<file path="src/hdl/dfa_token_scanner_assert.svh">
// Assertion macros shared by the scanner modules.
// Each macro expects clk_i and rst_ni in the scope where it is used.
`ifndef DFA_TOKEN_SCANNER_ASSERT_SVH
`define DFA_TOKEN_SCANNER_ASSERT_SVH

// A property that must hold at every clock edge outside reset.
`define DTS_ASSERT(label, prop, msg) \
  label: assert property (@(posedge clk_i) disable iff (!rst_ni) (prop)) else $error(msg);

// When the antecedent holds, the consequent must hold in the next cycle.
`define DTS_ASSERT_NEXT(label, ante, cons, msg) \
  label: assert property (@(posedge clk_i) disable iff (!rst_ni) (ante) |=> (cons)) \
    else $error(msg);

`endif

</file>
<file path="src/hdl/dts_pkg.sv">
package dts_pkg;

  // Default sizes of the scanner.
  localparam int unsigned     NumStatesDef  = 256;
  localparam int unsigned     NumTokensDef  = 256;
  localparam longint unsigned MaxTextLenDef = 64'd65536;

  // Depth of the step queue between the lookup pipeline and the match logic.
  localparam int unsigned QueueDepth = 4;

  // Commands on the input channel.
  typedef enum logic [1:0] {
    CmdWrTrans  = 2'd0,
    CmdWrAccept = 2'd1,
    CmdScan     = 2'd2,
    CmdUnused   = 2'd3
  } cmd_e;

  // Kinds of result on the output channel.
  typedef enum logic {
    KindMatch = 1'b0,
    KindEnd   = 1'b1
  } kind_e;

  // One scanned character after both table lookups.
  typedef struct packed {
    logic        fail;  // no transition existed
    logic        acc;   // the new state accepts
    logic [7:0]  tok;   // token of the new state
    logic [15:0] pos;   // offset of the character
    logic        last;  // final character of the text
  } step_t;

endpackage

</file>
<file path="src/hdl/dts_queue.sv">
module dts_queue #(
  parameter int unsigned DEPTH = dts_pkg::QueueDepth
) (
  input  logic                       clk_i,
  input  logic                       rst_ni,
  input  logic                       push_i,
  input  dts_pkg::step_t             data_i,
  input  logic                       pop_i,
  output logic                       valid_o,
  output dts_pkg::step_t             data_o,
  output logic [$clog2(DEPTH+1)-1:0] count_o
);

  import dts_pkg::*;

`include "dfa_token_scanner_assert.svh"

  localparam int unsigned PtrW = (DEPTH > 1) ? $clog2(DEPTH) : 1;
  localparam int unsigned CntW = $clog2(DEPTH + 1);

  step_t           mem_q [DEPTH];
  logic [PtrW-1:0] wr_ptr_q, rd_ptr_q;
  logic [CntW-1:0] count_q;

  function automatic logic [PtrW-1:0] ptr_inc(logic [PtrW-1:0] p);
    return (p == PtrW'(DEPTH - 1)) ? '0 : p + PtrW'(1);
  endfunction

  always_ff @(posedge clk_i or negedge rst_ni) begin
    if (!rst_ni) begin
      wr_ptr_q <= '0;
      rd_ptr_q <= '0;
      count_q  <= '0;
    end else begin
      if (push_i) begin
        wr_ptr_q <= ptr_inc(wr_ptr_q);
      end
      if (pop_i) begin
        rd_ptr_q <= ptr_inc(rd_ptr_q);
      end
      if (push_i && !pop_i) begin
        count_q <= count_q + CntW'(1);
      end else if (pop_i && !push_i) begin
        count_q <= count_q - CntW'(1);
      end
    end
  end

  always_ff @(posedge clk_i) begin
    if (push_i) begin
      mem_q[wr_ptr_q] <= data_i;
    end
  end

  assign valid_o = count_q != '0;
  assign data_o  = mem_q[rd_ptr_q];
  assign count_o = count_q;

  `DTS_ASSERT(q_no_overflow, !(push_i && !pop_i && count_q == CntW'(DEPTH)), "step queue overflow")
  `DTS_ASSERT(q_no_underflow, !(pop_i && count_q == '0), "step queue underflow")
  `DTS_ASSERT_NEXT(q_push_seen, push_i && !pop_i, count_q != '0, "pushed step not visible")

endmodule

</file>
<file path="config.mk">
export PLATFORM = sky130hd
export DESIGN_NAME = dts_queue
export DESIGN_NICKNAME = d
export VERILOG_FILES = /design/src/hdl/dts_pkg.sv /design/src/hdl/dts_queue.sv
export VERILOG_INCLUDE_DIRS = /design/src /design/src/hdl
export SDC_FILE = /design/constraint.sdc
export NUM_CORES = 1
export LEC_CHECK = 0
export ABC_AREA = 1
export BUFFER_PORTS_ARGS = -buffer_cell sky130_fd_sc_hd__buf_4
export CAP_MARGIN = 20
export CORE_MARGIN = 2
export CORE_UTILIZATION = 30
export DETAILED_ROUTE_END_ITERATION = 16
export GPL_TIMING_DRIVEN = 0
export SETUP_SLACK_MARGIN = 0.05
export SKIP_CTS_REPAIR_TIMING = 1
export SYNTH_ARGS = -nofsm -noshare
export SYNTH_HDL_FRONTEND = slang
export SYNTH_SLANG_ARGS = --single-unit
</file>
<file path="constraint.sdc">
create_clock -name clk_i -period 3 [get_ports clk_i]
set_clock_uncertainty 0.15 [all_clocks]
set_input_delay 0.9 -clock clk_i [delete_from_list [all_inputs] [get_ports clk_i]]
set_output_delay 0.9 -clock clk_i [all_outputs]
set_load 0.03 [all_outputs]
</file>
==> results.sh, run 1 <==
export IMPL_hold_class="input port to asynchronous set/reset pin"
export IMPL_num_vias=2932
export IMPL_slew_headroom_pct=44.13
export IMPL_ant_nets=0
export IMPL_post_dp_cell_area_um2=5549
export IMPL_final_cell_area_um2=6222
export IMPL_leakage_nw=2.597
export IMPL_cts_root_buf="clkbuf_16"
export IMPL_achievable_frequency_ghz=0.3531
export IMPL_finalCritPeriodShare_pct=94.40
export IMPL_critPathMostFrequentCell="buf_4"
export IMPL_path_max_fanout=10
export IMPL_slew_viol_final=0
export IMPL_rsz0062_at_grt="false"
export IMPL_ys_seq_elements=115
export IMPL_grtUsageTotal_pct=13.20
export IMPL_cts_tree="done"
export IMPL_grt_pass1_vias=3058
export IMPL_p_sw_share_pct=34.35
export IMPL_arrival_ps=1780
export IMPL_fin_util_pct=40.63
export IMPL_final_nets=487
export IMPL_drive_above_1_share_pct=25.54
export IMPL_cts_made_buffers=17
export IMPL_stdcell_count=673
export IMPL_gp_congestion=0.7344
export IMPL_synth_nets=403
export IMPL_seq_power_share_pct=31.7
export IMPL_fp_dieH_um=129.6
export IMPL_fin_crit_ps=2832
export IMPL_crit_path_cell_trace="buf_4, inv_2, buf_6, o211ai_2, nand2_1, buf_4"
export IMPL_post_place_cells=641
export IMPL_whs_ps=143.0
export IMPL_grt_overflow=0
export IMPL_max_cap_violations=0
export IMPL_status="complete, no violations"
export IMPL_ys_types=20
export IMPL_drt_iter0_markers=208
export IMPL_mostFrequentLayoutCells="edfxtp_1 (108), nand2_1 (96), inv_1 (65), buf_4 (63), o211ai_1 (45)"
export IMPL_grt_max_degree=18
export IMPL_dp_slack_ps=490.1
export IMPL_ir_drop_uv=532.0
export IMPL_critical_path_class="flip-flop to output port"
export IMPL_synth_area_um2=4730
export IMPL_layout_setup_ws_ps=168.0
export IMPL_clk_pin_slew_ps=50
export IMPL_core_area_um2=15310
export IMPL_synthCells=365
export IMPL_synth_warnings=0
export IMPL_final_hold_viol_count=0
export IMPL_comb_power_share_pct=35.4
export IMPL_clock_sinks=115
export IMPL_viasPerCell=4.357
export IMPL_p_sw_mw=2.388
export IMPL_finalSetupViolCount=0
export IMPL_io_buffers=61
export IMPL_die_w_um=129.6
export IMPL_ios=62
export IMPL_diodes=0
export IMPL_start_util_pct=30.88
export IMPL_final_common_cell="edfxtp_1"
export IMPL_clkPwrFrac_pct=32.9
export IMPL_power_density_nw_per_um2=1117
export IMPL_syn_to_final_growth_pct=31.56
export IMPL_grt_first_pass_wirelength_um=15990
export IMPL_avgSynthCellArea_um2=12.96
export IMPL_slowest_delay_ps=380
export IMPL_cp_slowest_cell="dfrtp_1"
export IMPL_antenna_found_initial=0
export IMPL_crit_family="buffers and inverters"
export IMPL_end_kind="output port"
export IMPL_drc=0
export IMPL_htreeDepth=4
export IMPL_dp_hpwl_um=6699
export IMPL_p_int_mw=4.564
export IMPL_worst_slew_pin_slew_ps=837.1
export IMPL_yosysSeqAreaShare_pct=72.28
export IMPL_totalWireLength_um=10350
export IMPL_wl_per_cell_um=15.38
export IMPL_start_kind="flip-flop"
export IMPL_cts_buffer_depth=2
export IMPL_first_pass_iters=4
export IMPL_die_area_um2=16790
export IMPL_tns_ps=0
export IMPL_total_power_mw=6.951
export IMPL_cp_num_buf_inv=4
export IMPL_num_rows=45
export IMPL_clock_latency_ps=410
export IMPL_worstPathRequired_ps=1950
-- flip-flops by register name (all words and copies together), names as in the netlist --
name / cells
count_o: 3
mem_q: 108
rd_ptr_q: 2
wr_ptr_q: 2
-- cell families (layout without fill, tap and decap cells) --
kind of cell	after synthesis	after routing	share of synthesized area (%)
and+or+nand+nor	100	100	8.016
AOI/OAI and AO/OA	59	59	10.05
DFF	115	115	72.28
adders and majority gates	7	7	2.011
xor gates and xnor gates	1	1	0.1852
buffers and inverters	83	180	7.460
-- power by group through the flow --
stage	Combinational, mW	Clock, mW	Sequential [mW]
4_1_cts	2.51	2.33	2.21
3_3_place_gp	2.39	0	2.23
2_1_floorplan	1.49	0	2.25
5_1_grt	2.69	2.39	2.23
6_report	2.46	2.29	2.20
3_5_place_dp	2.50	0	2.24
-- cell type report --
| cell class | count | area, µm² |
|---|---|---|
| Buffer | 16 | 103.9 |
| Fill cell | 1452 | 9092 |
| Inverter | 67 | 251.5 |
| Tap cell | 211 | 264.0 |
| Multi-Input combinational cell | 167 | 958.4 |
| Sequential cell | 115 | 3418 |
| Clock buffer | 20 | 436.7 |
| Timing Repair Buffer | 65 | 555.5 |
| Clock inverter | 12 | 234.0 |
-- metal layers --
metal | vias up | routed length [µm] | track usage (%)
li1 | 1426 | - | -
met1 | 1430 | 4330 | 14.92
met2 | 59 | 5347 | 22.70
met3 | 17 | 479 | 4.005
met4 | 0 | 197 | 6.515
met5 | - | 0 | 0
-- path summary, 6_finish.rpt --
check,from,end,depth (start not counted),slack (ps)
worst max register to register,wr_ptr_q[0]$_DFFE_PN0P_,mem_q[3][2]$_DFFE_PP_,4,1040
max in group asynchronous,rst_ni,wr_ptr_q[1]$_DFFE_PN0P_,1,2430
min in group clk_i,count_o[2]$_DFFE_PN0P_,count_o[2]$_DFFE_PN0P_,2,370
worst min register to register,count_o[2]$_DFFE_PN0P_,count_o[2]$_DFFE_PN0P_,2,370
worst max-delay path,rd_ptr_q[1]$_DFFE_PN0P_,data_o[11],6,170
worst min-delay path,rst_ni,count_o[1]$_DFFE_PN0P_,1,140
-- synth_stat cells (all sizes together) --
library cell	instances	share of area, %
ha	6	1.6
dfrtp	7	3.7
a21oi	1	0.11
xnor2	1	0.19
nand3	1	0.11
o21ai	4	0.42
nand4	1	0.13
nor2	2	0.16
inv	67	5.3
o211ai	54	9.5
fa	1	0.42
buf	14	2.0
nand2	96	7.6
clkbuf	2	0.16
edfxtp	108	69
No activity file was read; power rests on OpenSTA's default activity.
==> run 2, diff against run 1 <==
- CTS_CLUSTER_SIZE: default -> 24
- clock period: 3 -> 3.3 ns (I/O delays scaled with it)
==> run 2 against run 1 <==
  * Critical path depth down 1
  * Design area about the same
  * Power is 9.2% lower
  * Clock power down 9.2%
  * Core utilization about the same
  * Sequential share of layout area about the same
  * Wire length shrank 0.13%
  * Critical path type unchanged
  * Largest power group unchanged
  * Highest routed layer unchanged
==> results.sh, run 2 (synthesized netlist as in run 1, its figures left out) <==
export IMPL_status="complete, no violations"
export IMPL_die_area_um2=16790
export IMPL_achievable_frequency_ghz=0.3311
export IMPL_fillCellCount=1452
export IMPL_hold_class="input port to asynchronous set/reset pin"
export IMPL_slew_viol_final=0
export IMPL_tns_ps=0
export IMPL_core_area_um2=15310
export IMPL_start_kind="flip-flop"
export IMPL_grtUsageTotal_pct=13.20
export IMPL_slew_headroom_pct=43.69
export IMPL_max_cap_violations=0
export IMPL_die_w_um=129.6
export IMPL_path_max_fanout=10
export IMPL_first_pass_iters=4
export IMPL_critPathCapture="data_o[16]"
export IMPL_mostFrequentLayoutCells="edfxtp_1 (108), nand2_1 (96), inv_1 (65), buf_4 (63), o211ai_1 (45)"
export IMPL_slowest_delay_ps=490
export IMPL_io_buffers=61
export IMPL_totalWireLength_um=10340
export IMPL_arrival_ps=1880
export IMPL_r2r_start="wr_ptr_q[0]$_DFFE_PN0P_"
export IMPL_cts_buffer_depth=2
export IMPL_grt_pass1_vias=3058
export IMPL_power_density_nw_per_um2=1015
export IMPL_whs_ps=233.7
export IMPL_total_power_mw=6.314
export IMPL_top_register="mem_q"
export IMPL_clock_latency_ps=410
export IMPL_final_hold_viol_count=0
export IMPL_dp_hpwl_um=6699
export IMPL_finalSetupViolCount=0
export IMPL_rsz0062_at_grt="false"
export IMPL_crit_path_cell_trace="inv_2, clkbuf_1, o211ai_1, nand2_1, buf_4"
export IMPL_largest_register_ffs=108
export IMPL_ant_nets=0
export IMPL_grt_max_degree=18
export IMPL_wl_per_cell_um=15.37
export IMPL_end_kind="output port"
export IMPL_clk_pin_slew_ps=50
export IMPL_post_place_cells=641
export IMPL_htreeDepth=4
export IMPL_drc=0
export IMPL_antenna_found_initial=0
export IMPL_reg2reg_depth=4
export IMPL_finalCritPeriodShare_pct=91.53
export IMPL_drive_above_1_share_pct=25.11
export IMPL_num_vias=2921
export IMPL_fp_dieH_um=129.6
export IMPL_drt_iter0_markers=174
export IMPL_clock_sinks=115
export IMPL_ff2ff_setup_slack_ps=1330
export IMPL_crit_path_start="rd_ptr_q[0]$_DFFE_PN0P_"
export IMPL_num_rows=45
export IMPL_critical_path_class="flip-flop to output port"
export IMPL_stdcell_count=673
export IMPL_grt_first_pass_wirelength_um=15990
export IMPL_ios=62
export IMPL_cts_made_buffers=17
export IMPL_fin_crit_ps=3021
export IMPL_start_util_pct=30.88
export IMPL_ir_drop_uv=483.4
export IMPL_leakage_nw=2.591
export IMPL_final_common_cell="edfxtp_1"
export IMPL_worst_slew_pin_slew_ps=843.7
export IMPL_grt_overflow=0
export IMPL_syn_to_final_growth_pct=31.51
export IMPL_cts_tree="done"
export IMPL_diodes=0
export IMPL_gp_congestion=0.7344
export IMPL_viasPerCell=4.340
export IMPL_final_nets=487
export IMPL_worstPathRequired_ps=2160
export IMPL_cts_root_buf="clkbuf_16"
export IMPL_reg2reg_to="mem_q[3][2]$_DFFE_PP_"
export IMPL_cp_slowest_cell="clkbuf_1"
[run 2: changes by cell type in the layout (fill, tap and decap cells not counted)]
cell,change
clkbuf_1,+2
clkbuf_2,-2
[run 2: where the power goes]
part / total, mW / leakage, nW / internal [mW] / switching, mW
combinational: 2.23 / 1.19 / 0.756 / 1.47
clock: 2.08 / 0.321 / 1.48 / 0.599
sequential: 2.00 / 1.08 / 1.91 / 0.0939
total: 6.31 / 2.59 / 4.15 / 2.17
[run 2: worst min-delay path by stage]
stage	from	endpoint	slack, ps	cells past startpoint
global route	rst_ni	count_o[2]$_DFFE_PN0P_	230	1
finish	rst_ni	count_o[1]$_DFFE_PN0P_	230	1
CTS	rst_ni	count_o[2]$_DFFE_PN0P_	220	1
detailed placement	count_o[2]$_DFFE_PN0P_	count_o[2]$_DFFE_PN0P_	360	2
floorplan	wr_ptr_q[0]$_DFFE_PN0P_	wr_ptr_q[0]$_DFFE_PN0P_	340	1
global placement	count_o[2]$_DFFE_PN0P_	count_o[2]$_DFFE_PN0P_	340	2
[run 2: layer usage]
layer | vias to the layer above | track usage (%) | wire (µm)
met3 | 17 | 4.005 | 477
met1 | 1419 | 14.92 | 4355
met5 | - | 0 | 0
met2 | 59 | 22.70 | 5311
li1 | 1426 | - | -
met4 | 0 | 6.515 | 197
[run 2: layout make-up]
cell class	count	area, µm²	share of cell area, %
clock buffer	20	436.7	7.021
sequential	115	3418	54.96
buffer	16	101.3	1.629
multi-input combinational	167	958.4	15.41
clock inverter	12	234.0	3.762
timing repair buffer	65	555.5	8.932
tap	211	264.0	4.245
inverter	67	251.5	4.043
[run 2: worst max-delay path: cells and delay by family (launching register included)]
kind	cells	cell delay (ps)
AO/OA/AOI/OAI	1	140
AND/OR/NAND/NOR	1	110
buffers and inverters	3	800
flip-flops	1	410
[run 2: per-stage QoR]
stage                     instance area [µm²]  worst slack, ps  util [%]
after floorplan                          4730             1046         -
after global placement                   5451            585.8     35.60
after detailed placement                 5549            700.1     36.23
after CTS                                6220            252.1     40.61
after global routing                     6220            149.4     40.61
final                                    6220            279.5     40.61
