## src/hdl/dfa_token_scanner_assert.svh

```systemverilog
// Assertion macros shared by the scanner modules.
// Each macro expects clk_i and rst_ni in the scope where it is used.
`ifndef DFA_TOKEN_SCANNER_ASSERT_SVH
`define DFA_TOKEN_SCANNER_ASSERT_SVH

// A property that must hold at every clock edge outside reset.
`define DTS_ASSERT(label, prop, msg) \
  label: assert property (@(posedge clk_i) disable iff (!rst_ni) (prop)) else $error(msg);

// When the antecedent holds, the consequent must hold in the next cycle.
`define DTS_ASSERT_NEXT(label, ante, cons, msg) \
  label: assert property (@(posedge clk_i) disable iff (!rst_ni) (ante) |=> (cons)) \
    else $error(msg);

`endif

```

## src/hdl/dts_pkg.sv

```systemverilog
package dts_pkg;

  // Default sizes of the scanner.
  localparam int unsigned     NumStatesDef  = 256;
  localparam int unsigned     NumTokensDef  = 256;
  localparam longint unsigned MaxTextLenDef = 64'd65536;

  // Depth of the step queue between the lookup pipeline and the match logic.
  localparam int unsigned QueueDepth = 4;

  // Commands on the input channel.
  typedef enum logic [1:0] {
    CmdWrTrans  = 2'd0,
    CmdWrAccept = 2'd1,
    CmdScan     = 2'd2,
    CmdUnused   = 2'd3
  } cmd_e;

  // Kinds of result on the output channel.
  typedef enum logic {
    KindMatch = 1'b0,
    KindEnd   = 1'b1
  } kind_e;

  // One scanned character after both table lookups.
  typedef struct packed {
    logic        fail;  // no transition existed
    logic        acc;   // the new state accepts
    logic [7:0]  tok;   // token of the new state
    logic [15:0] pos;   // offset of the character
    logic        last;  // final character of the text
  } step_t;

endpackage

```

## src/hdl/dts_if.sv

```systemverilog


// Output channel: one result per transaction.
interface dts_out_if;
  logic        valid;
  logic        ready;
  logic        result_kind;
  logic [7:0]  match_token;
  logic [15:0] match_start;
  logic [15:0] match_length;
  logic        final_result;

  modport source (
    output valid, result_kind, match_token, match_start, match_length, final_result,
    input  ready
  );
  modport sink (
    input  valid, result_kind, match_token, match_start, match_length, final_result,
    output ready
  );
endinterface

```

## src/hdl/dts_back.sv

```systemverilog
module dts_back (
  input  logic           clk_i,
  input  logic           rst_ni,
  input  logic           valid_i,
  input  dts_pkg::step_t step_i,
  output logic           pop_o,
  dts_out_if.source      out_o
);

  import dts_pkg::*;

`include "dfa_token_scanner_assert.svh"

  typedef struct packed {
    kind_e       kind;
    logic [7:0]  token;
    logic [15:0] start;
    logic [15:0] length;
    logic        last;
  } res_t;

  // Stored length is one less than the match; the reported length saturates.
  function automatic res_t match_res(logic [7:0] tok, logic [15:0] start,
                                     logic [15:0] len_m1);
    res_t        r;
    logic [16:0] len;
    len      = {1'b0, len_m1} + 17'd1;
    r.kind   = KindMatch;
    r.token  = tok;
    r.start  = start;
    r.length = len[16] ? 16'hFFFF : len[15:0];
    r.last   = 1'b0;
    return r;
  endfunction

  localparam res_t EndRes = '{kind: KindEnd, token: 8'd0, start: 16'd0, length: 16'd0,
                              last: 1'b1};

  logic        pending_q, pending_d;
  logic [7:0]  best_q, best_d;
  logic [15:0] blen_q, blen_d;
  logic [15:0] tstart_q, tstart_d;
  logic [1:0]  n_res;
  res_t        r0, r1;
  logic        out_v_q, hold_v_q;
  res_t        out_q, hold_q;
  logic        out_free;
  logic        take;

  always_comb begin
    pending_d = pending_q;
    best_d    = best_q;
    blen_d    = blen_q;
    tstart_d  = tstart_q;
    r0        = EndRes;
    r1        = EndRes;
    n_res     = 2'd0;

    if (step_i.fail) begin
      if (pending_q) begin
        r0    = match_res(best_q, tstart_q, blen_q);
        n_res = 2'd1;
      end
      pending_d = 1'b0;
      tstart_d  = step_i.pos + 16'd1;
    end else if (step_i.acc && (!pending_q || step_i.tok <= best_q)) begin
      blen_d    = step_i.pos - tstart_q;
      best_d    = step_i.tok;
      pending_d = 1'b1;
    end

    if (step_i.last) begin
      if (n_res == 2'd1) begin
        n_res = 2'd2;
      end else if (pending_d) begin
        r0    = match_res(best_d, tstart_d, blen_d);
        n_res = 2'd2;
      end else begin
        n_res = 2'd1;
      end
    end

    if (n_res == 2'd1) begin
      r0.last = 1'b1;
    end
  end

  assign out_free = !out_v_q || out_o.ready;
  assign take     = valid_i && !hold_v_q && ((n_res == 2'd0) || out_free);
  assign pop_o    = take;

  always_ff @(posedge clk_i or negedge rst_ni) begin
    if (!rst_ni) begin
      out_v_q   <= 1'b0;
      hold_v_q  <= 1'b0;
      pending_q <= 1'b0;
      best_q    <= 8'd0;
      blen_q    <= 16'd0;
      tstart_q  <= 16'd0;
    end else begin
      if (hold_v_q && out_free) begin
        out_v_q  <= 1'b1;
        hold_v_q <= 1'b0;
      end else if (take && (n_res != 2'd0)) begin
        out_v_q  <= 1'b1;
        hold_v_q <= (n_res == 2'd2);
      end else if (out_o.ready) begin
        out_v_q <= 1'b0;
      end
      if (take) begin
        if (step_i.last) begin
          pending_q <= 1'b0;
          best_q    <= 8'd0;
          blen_q    <= 16'd0;
          tstart_q  <= 16'd0;
        end else begin
          pending_q <= pending_d;
          best_q    <= best_d;
          blen_q    <= blen_d;
          tstart_q  <= tstart_d;
        end
      end
    end
  end

  always_ff @(posedge clk_i) begin
    if (hold_v_q && out_free) begin
      out_q <= hold_q;
    end else if (take && (n_res != 2'd0)) begin
      out_q  <= r0;
      hold_q <= r1;
    end
  end

  assign out_o.valid        = out_v_q;
  assign out_o.result_kind  = out_q.kind;
  assign out_o.match_token  = out_q.token;
  assign out_o.match_start  = out_q.start;
  assign out_o.match_length = out_q.length;
  assign out_o.final_result = out_q.last;

  `DTS_ASSERT(hold_behind_out, !hold_v_q || out_v_q, "held result without a leading result")
  `DTS_ASSERT(hold_is_end, !hold_v_q || hold_q.kind == KindEnd, "held result is not end marker")
  `DTS_ASSERT(no_pop_on_hold, !(pop_o && hold_v_q), "step taken while a result is held")

endmodule
```

## src/flat_wrapper.sv

```systemverilog
// flat-port wrapper written by rule: the top's interface ports become plain ports
module dts_back_flat import dts_pkg::*;
  (clk_i, rst_ni, valid_i, step_i, pop_o, out_o_valid, out_o_result_kind, out_o_match_token, out_o_match_start, out_o_match_length, out_o_final_result, out_o_ready);
  dts_out_if out_o_i ();
  input  logic clk_i;
  input  logic rst_ni;
  input  logic valid_i;
  input  dts_pkg::step_t step_i;
  output logic pop_o;
  output wire logic [$bits(out_o_i.valid)-1:0] out_o_valid;
  output wire logic [$bits(out_o_i.result_kind)-1:0] out_o_result_kind;
  output wire logic [$bits(out_o_i.match_token)-1:0] out_o_match_token;
  output wire logic [$bits(out_o_i.match_start)-1:0] out_o_match_start;
  output wire logic [$bits(out_o_i.match_length)-1:0] out_o_match_length;
  output wire logic [$bits(out_o_i.final_result)-1:0] out_o_final_result;
  input wire logic [$bits(out_o_i.ready)-1:0] out_o_ready;
  assign out_o_valid = out_o_i.valid;
  assign out_o_result_kind = out_o_i.result_kind;
  assign out_o_match_token = out_o_i.match_token;
  assign out_o_match_start = out_o_i.match_start;
  assign out_o_match_length = out_o_i.match_length;
  assign out_o_final_result = out_o_i.final_result;
  assign out_o_i.ready = out_o_ready;
  dts_back u_core (.clk_i(clk_i), .rst_ni(rst_ni), .valid_i(valid_i), .step_i(step_i), .pop_o(pop_o), .out_o(out_o_i));
endmodule
```

## config.mk

```make
export PLATFORM = sky130hd
export DESIGN_NAME = dts_back_flat
export DESIGN_NICKNAME = d
export VERILOG_FILES = /design/src/hdl/dts_pkg.sv /design/src/hdl/dts_if.sv /design/src/hdl/dts_back.sv /design/src/flat_wrapper.sv
export VERILOG_INCLUDE_DIRS = /design/src /design/src/hdl
export SDC_FILE = /design/constraint.sdc
export NUM_CORES = 1
export LEC_CHECK = 0
export BUFFER_PORTS_ARGS = -buffer_cell sky130_fd_sc_hd__buf_2
export CORE_MARGIN = 1.5
export CORE_UTILIZATION = 38
export CTS_CLUSTER_SIZE = 25
export DETAILED_ROUTE_END_ITERATION = 10
export SYNTH_ARGS = -nofsm -noshare
export SYNTH_HDL_FRONTEND = slang
export SYNTH_SLANG_ARGS = --single-unit
export TNS_END_PERCENT = 100
```

## constraint.sdc

```tcl
create_clock -name clk_i -period 9.7 [get_ports clk_i]
set_input_delay 0 -clock clk_i [delete_from_list [all_inputs] [get_ports clk_i]]
set_output_delay 0 -clock clk_i [all_outputs]
set_load 0.1 [all_outputs]
```

==> results of run 1 <==
==> how the worst max path moves through the flow <==
stage / start / endpoint / slack (ns) / cells past startpoint
after global routing: u_core.best_q[3]$_DFFE_PN0P_ / u_core.out_o.match_length[2]$_SDFFCE_PP0P_ / 4.29 / 17
after detailed placement: u_core.best_q[1]$_DFFE_PN0P_ / u_core.out_o.match_length[6]$_SDFFCE_PP0P_ / 4.82 / 17
after CTS: u_core.best_q[1]$_DFFE_PN0P_ / u_core.out_o.match_length[6]$_SDFFCE_PP0P_ / 4.75 / 17
final: u_core.best_q[1]$_DFFE_PN0P_ / u_core.out_o.match_length[6]$_SDFFCE_PP0P_ / 4.68 / 17
after global placement: u_core.best_q[1]$_DFFE_PN0P_ / u_core.out_o.match_length[3]$_SDFFCE_PP0P_ / 5.08 / 17
after floorplan: u_core.out_o.valid$_DFFE_PN0P_ / u_core.out_o.final_result$_SDFFCE_PP1P_ / 4.98 / 3
==> tightest hold or removal path, stage by stage <==
cell and delay [ns]:
buf_2 0.07, nand2b_1 0.18, nand2b_1 0.07
==> routing by layer <==
layer	share of wire [%]	GRT usage [%]	vias to the layer above	wire, um
li1	-	-	2465	-
met3	5.1	3.92	28	760
met5	0	0	-	0
met2	44	28.3	153	6550
met1	48	26.0	2422	7140
met4	2.7	7.64	0	394
==> repair_timing <==
| item | 4_1_cts | 5_1_grt |
|---|---|---|
| hold buffers | 15 | 0 |
| endpoints found under the hold margin | 58 | 0 |
| gates resized for setup | 0 | 0 |
==> sequential cells by signal, indices dropped and copies added (netlist names) <==
register,count
u_core.out_o.match_length,16
u_core.out_o.match_start,16
u_core.best_q,8
u_core.out_o.match_token,8
u_core.out_o.final_result,1
u_core.blen_q,16
u_core.out_o.valid,1
u_core.pending_q,1
u_core.out_o.result_kind,1
u_core.tstart_q,16
u_core.hold_v_q,1
==> power breakdown <==
group	leakage (nW)	switching (mW)	internal (mW)	total (mW)
Sequential	0.981	0.0565	0.458	0.514
Clock	0.135	0.139	0.199	0.338
Combinational	1.61	0.500	0.187	0.687
Total	2.72	0.696	0.843	1.54
==> cell type report <==
cell class | count | area [um2]
clock buffer | 13 | 240
clock inverter | 3 | 38.8
fill | 1430 | 7970
inverter | 41 | 154
multi-input combinational | 473 | 3170
sequential | 85 | 2340
tap | 184 | 230
timing repair buffer | 93 | 551
==> logic make-up after synthesis <==
family,after synthesis
buffers and inverters,73
DFF,85
and+or+nand+nor,203
AOI/OAI and AO/OA,196
muxes,5
adders and majority gates,27
xor gates and xnor gates,42
==> synthesized netlist by cell type (3+ instances only) <==
master    number
clkbuf_1      24
o31ai_1        9
nor2b_1        6
o21ai_1       12
a22o_1        12
nand2b_1       8
o211ai_1      11
a211oi_1       4
dfrtp_1       43
a21o_1         5
o22ai_1       20
and3_1        13
a22oi_1       12
nor2_1        53
nand3_1       23
o21ai_0       36
nand2_1       44
a21oi_1       41
o21a_1         3
ha_1          26
a31oi_1        9
nand4_1       10
xnor2_1       27
nor3_1         9
inv_1         41
edfxtp_1      42
and2_1         8
buf_2          4
nand3b_1       5
xor2_1        15
buf_1          3
==> metrics by stage <==
stage	setup slack [ns]	hold slack, ns	utilization (%)	instances
6_report	4.68	0.0128	45.8	892
5_1_grt	4.29	0.0344	45.8	892
4_1_cts	4.75	0.0119	45.8	892
3_5_place_dp	4.82	0.263	42.8	861
3_3_place_gp	5.08	0.248	42.8	861
2_1_floorplan	4.98	-0.296	-	631
==> cells in the final DEF, fill, tap and decap left out, types with 11 or more instances in the layout <==
cell type      netlist  final
nand2_1             44     44
buf_2                4     74
inv_1               41     41
dlygate4sd3_1        0     15
o21ai_1             12     13
edfxtp_1            42     42
nor2_1              53     53
xnor2_1             27     27
o211ai_1            11     11
a21oi_1             41     41
a22o_1              12     12
nand3_1             23     23
dfrtp_1             43     43
and3_1              13     13
a22oi_1             12     12
xor2_1              15     15
ha_1                26     26
o22ai_1             20     20
o21ai_0             36     34
==> results.ini, run 1 <==
[grt]
grt_pass1_wl_mm = 23.7
overflow = 0
grt_antenna_before_repair = 0
track_usage_pct = 18.6
grt_start_max_net_pins = 44
grt_pass1_vias = 4653

[placement]
port-buffer-count = 74
dpl-instance-area_um2 = 6300
place_congestion = 0.977
hpwl_mm = 11.1

[cts]
cts_setup_buffers = 0
clk_latency_ns = 0.35
cts-root-buf = clkbuf_16
cts-htree-levels = 3
cts_buffers = 9
cts_tree = done
cts_sinks = 85
path_clk_slew_ns = 0.06
clock_path_buffers = 2

[timing]
max_freq_ghz = 0.199
fin_crit_ns = 5.02
setup_viol = 0
max_slew.worst_pin.slew_ns = 1.21
rsz0062_at_grt = no
maxSlewViolCount = 0
hold_viol = 0
slew_headroom_pct = 19.6
fin_skew_ns = 0.00761
finalSetupTns_ns = 0
final.period_utilization_pct = 51.7

[finish]
final_layout_size_suffix_gt1_share_pct = 15.8
fin_area_um2 = 6730
n_antenna_cell = 0
area_growth_pct = 16.3
layout.nets = 761

[yosys]
synth-edff-count = 42
synth-compound-area-share_pct = 22.5
avgSynthCellArea_um2 = 9.16
async_reset_ff_share_pct = 50.6
synthCells = 631
ys_warn_count = 0
synth_xor_area_share_pct = 6.36
synth_area_leader_cell = edfxtp_1
syn_nets = 689
synth-simple-area-share_pct = 18.7
muxShareOfSynthArea_pct = 1.13
mappedNetlistArea_um2 = 5780
synth_area_leaders = edfxtp_1, dfrtp_1, ha_1
synth_top_cell_area_share_pct = 21.8
synthFlopType = dfrtp_1
synth_fa_ha_area_share_pct = 5.97
seq_area_frac_synth_pct = 40.4
ys_ff_latch = 85
ys_types = 71
synth_top_family_by_area = compound AO/OA/AOI/OAI gates

[power_and_ir_drop]
power_per_cell_area_nw_per_um2 = 229
peakVddDrop_mv = 0.112
total_power_mw = 1.54
power.leakage_nw = 2.72

[die]
core_um2 = 14700
die_w_um = 126
initial_utilization_pct = 39.3
die_height_um = 126
die-area_um2 = 16000
rows = 44
ios = 75

[worst_setup_path]
worst-path-max-fanout = 27
cp.buffers_inverters = 2
start_kind = flop
rr_worst_depth = 17
crit_chain = inv_1 -> ha_1 -> nor2b_1 -> o211ai_1 -> a211oi_1 -> or3_1 -> buf_4 -> nand2_1 -> o21ai_0 -> ha_1 -> nand2_1 -> or4_4 -> mux2i_4 -> nand3_2 -> nor4b_4 -> o21ai_1 -> a21oi_1
regToRegSetupSlack_ns = 4.68
critical_path.top_delay_family = simple AND/OR/NAND/NOR gates
rr_endpoint = u_core.out_o.match_length[6]$_SDFFCE_PP0P_
cp.required_ns = 9.86
critical_path.slowest_cell = nor4b_4
r2r-start = u_core.best_q[1]$_DFFE_PN0P_
critical_path_class = flop to flop
cp_slowest_stage_delay_ns = 0.64
critical_path_arrival_ns = 5.18
crit_path_end_kind = flop

[drt]
dr.first_iter.drc_count = 351
ant_nets = 0
dr.pass1.iters = 5
routed_wl_mm = 14.8
drc = 0
via_count = 5068
wl_per_cell_um = 16.6
viasPerCell = 5.68

[worst_hold_path]
min_to = u_core.out_o.valid$_DFFE_PN0P_
hp-class = input port to flop
min_path_cells = 3
worstHoldStart = out_o_ready

[status]
outcome = completed

[job]
drv_cap = 0

No activity file was read; power rests on OpenSTA's default activity.
==> run 2, diff against run 1 <==
==> constraint.sdc (replaced) <==
create_clock -name clk_i -period 4.4 [get_ports clk_i]
set_input_delay 0 -clock clk_i [delete_from_list [all_inputs] [get_ports clk_i]]
set_output_delay 0 -clock clk_i [all_outputs]
set_load 0.1 [all_outputs]
==> results.ini, run 2 (synthesis gave the netlist of run 1 again) <==
[status]
outcome = completed

[finish]
n_antenna_cell = 0  ; unchanged
stdcell_count = 895  ; +0.34%
final_cell_mix = buf_2, nor2_1, nand2_1
layout.cells.most_common = buf_2
layout.nets = 764  ; +0.39%
area_growth_pct = 16.6
final_layout_size_suffix_gt1_share_pct = 16.9  ; +1.1 points

[grt]
grt_antenna_before_repair = 0  ; unchanged
grt_pass1_wl_mm = 25.0  ; +5.7%
grtUsageMet3_pct = 4.51  ; +0.59 points
use_met2_pct = 30.9  ; +2.6 points
grt.met1_usage_pct = 27.8  ; +1.8 points
grt_start_max_net_pins = 44  ; unchanged
grt_pass1_vias = 4772  ; +2.6%
overflow = 0  ; unchanged
top_usage_layer = met2
track_usage_pct = 19.7  ; +1.0 points

[cts]
path_clk_slew_ns = 0.06  ; about the same
cts_sinks = 85  ; unchanged
cts-root-buf = clkbuf_16
cts_buffers = 9  ; unchanged
clock_path_buffers = 2  ; unchanged
cts-htree-levels = 3  ; unchanged
cts_tree = done
clk_latency_ns = 0.35  ; about the same

[timing]
maxSlewViolCount = 0  ; unchanged
slew_headroom_pct = 22.6  ; +3.0 points
rsz0062_at_grt = no
final.period_utilization_pct = 94.0  ; +42 points
finalSetupTns_ns = 0  ; unchanged
hold_viol = 0  ; unchanged
setup_viol = 0  ; unchanged
max_freq_ghz = 0.242  ; +21%
fin_crit_ns = 4.13  ; -0.882 ns
max_slew.worst_pin.slew_ns = 1.16  ; -0.0449 ns
fin_skew_ns = 0.00825  ; +0.000645 ns

[worst_setup_path]
critical_path_arrival_ns = 4.31  ; -0.87 ns
cp.buffers_inverters = 2  ; unchanged
cp.required_ns = 4.58  ; -5.28 ns
critical_path.slowest_cell = or4_4
cp_common_cell = ha_1
critical_path.top_delay_family = simple AND/OR/NAND/NOR gates
crit_chain = inv_1 -> ha_1 -> a211oi_1 -> nor2_1 -> o221a_1 -> or3_1 -> o21ai_1 -> ha_1 -> nand2_1 -> or4_4 -> mux2i_4 -> nand3_2 -> nor4b_4 -> buf_4 -> o21ai_0 -> a21oi_1
critical_path_class = flop to flop
start_kind = flop
cp_slowest_stage_delay_ns = 0.54  ; -0.10 ns
worst-path-max-fanout = 12  ; -56%
crit_path_end_kind = flop

[die]
ios = 75  ; unchanged
initial_utilization_pct = 39.3  ; unchanged
die_height_um = 126  ; unchanged
die_w_um = 126  ; unchanged
core_um2 = 14700  ; unchanged
rows = 44  ; unchanged
die-area_um2 = 16000  ; unchanged

[placement]
port-buffer-count = 74  ; unchanged
place_congestion = 0.887  ; -9.2%
dp.cells = 864  ; +0.35%
hpwl_mm = 11.3  ; +2.5%

[power_and_ir_drop]
total_power_mw = 3.36  ; +120%
peakVddDrop_mv = 0.291  ; +160%
power_per_cell_area_nw_per_um2 = 499  ; +120%
power.leakage_nw = 2.74  ; +0.57%

[drt]
dr.pass1.iters = 4  ; -1
viasPerCell = 5.54  ; -2.5%
drc = 0  ; unchanged
via_count = 4960  ; -2.1%
wl_per_cell_um = 17.1  ; +3.0%
ant_nets = 0  ; unchanged
dr.first_iter.drc_count = 256  ; -27%
routed_wl_mm = 15.3  ; +3.3%

[worst_hold_path]
hp-class = input port to flop

[job]
drv_cap = 0  ; unchanged

run 2: cell types whose count changed in the layout (fill, tap and decap cells not counted), sizes merged:
cell	previous run	this run
buf	78	81
clkbuf	13	11
clkinv	2	4
bufinv	1	0
clkinvlp	0	1
run 2: worst register-to-register path, stage by stage (launching register included):
cell	delay (ns)
dfrtp_1	0.36
inv_1	0.05
ha_1	0.29
a211oi_1	0.22
nor2_1	0.07
o221a_1	0.31
or3_1	0.46
o21ai_1	0.23
ha_1	0.20
nand2_1	0.08
or4_4	0.54
mux2i_4	0.17
nand3_2	0.17
nor4b_4	0.29
buf_4	0.21
o21ai_0	0.10
a21oi_1	0.20
run 2: routing by layer:
layer | routed length, um | vias up
li1 | - | 2468
met1 | 7530 | 2356
met2 | 6970 | 128
met3 | 703 | 8
met4 | 129 | 0
met5 | 0 | -
run 2: what timing repair did:
action | CTS | global route
endpoints found under the hold margin | 59 | 0
endpoints found under the setup margin | 0 | 12
hold buffers | 15 | 0
resized for setup | 0 | 2
setup buffers | 0 | 0
run 2: stage by stage:
| stage | setup slack [ns] | util, % | hold slack [ns] | area, um2 |
|---|---|---|---|---|
| floorplan | 0.0197 | - | -0.296 | 5780 |
| global placement | 0.396 | 43.0 | 0.249 | 6320 |
| detailed placement | 0.235 | 43.0 | 0.263 | 6320 |
| CTS | 0.206 | 45.8 | 0.00193 | 6740 |
| global route | 0.0184 | 45.9 | 0.0149 | 6740 |
| finish | 0.266 | 45.9 | 0.0173 | 6740 |
run 2: area by class of cell:
type | count | area [um2]
clock buffers | 11 | 243
clock inverters | 5 | 27.5
fillers | 1408 | 7960
inverters | 41 | 154
multi-input cells | 473 | 3180
flip-flops and latches | 85 | 2340
well taps | 184 | 230
repair buffers | 96 | 573
run 2: path summary, 6_finish.rpt:
check	from	end	slack [ns]	depth (start not counted)
setup / recovery	u_core.best_q[5]$_DFFE_PN0P_	u_core.out_o.match_length[3]$_SDFFCE_PP0P_	0.27	16
hold / removal	step_i[7]	u_core.tstart_q[6]$_DFFE_PN0P_	0.02	3
setup reg to reg	u_core.best_q[5]$_DFFE_PN0P_	u_core.out_o.match_length[3]$_SDFFCE_PP0P_	0.27	16
hold reg to reg	u_core.tstart_q[0]$_DFFE_PN0P_	u_core.tstart_q[0]$_DFFE_PN0P_	0.51	2
max in group asynchronous	rst_ni	u_core.blen_q[14]$_DFFE_PN0P_	3.32	2
min in group asynchronous	rst_ni	u_core.hold_v_q$_DFFE_PN0P_	0.40	2
run 2: report_power, final:
part	internal [mW]	switching [mW]	total [mW]
logic	0.414	1.11	1.52
registers	1.01	0.124	1.13
clock network	0.394	0.312	0.706
total	1.82	1.55	3.36
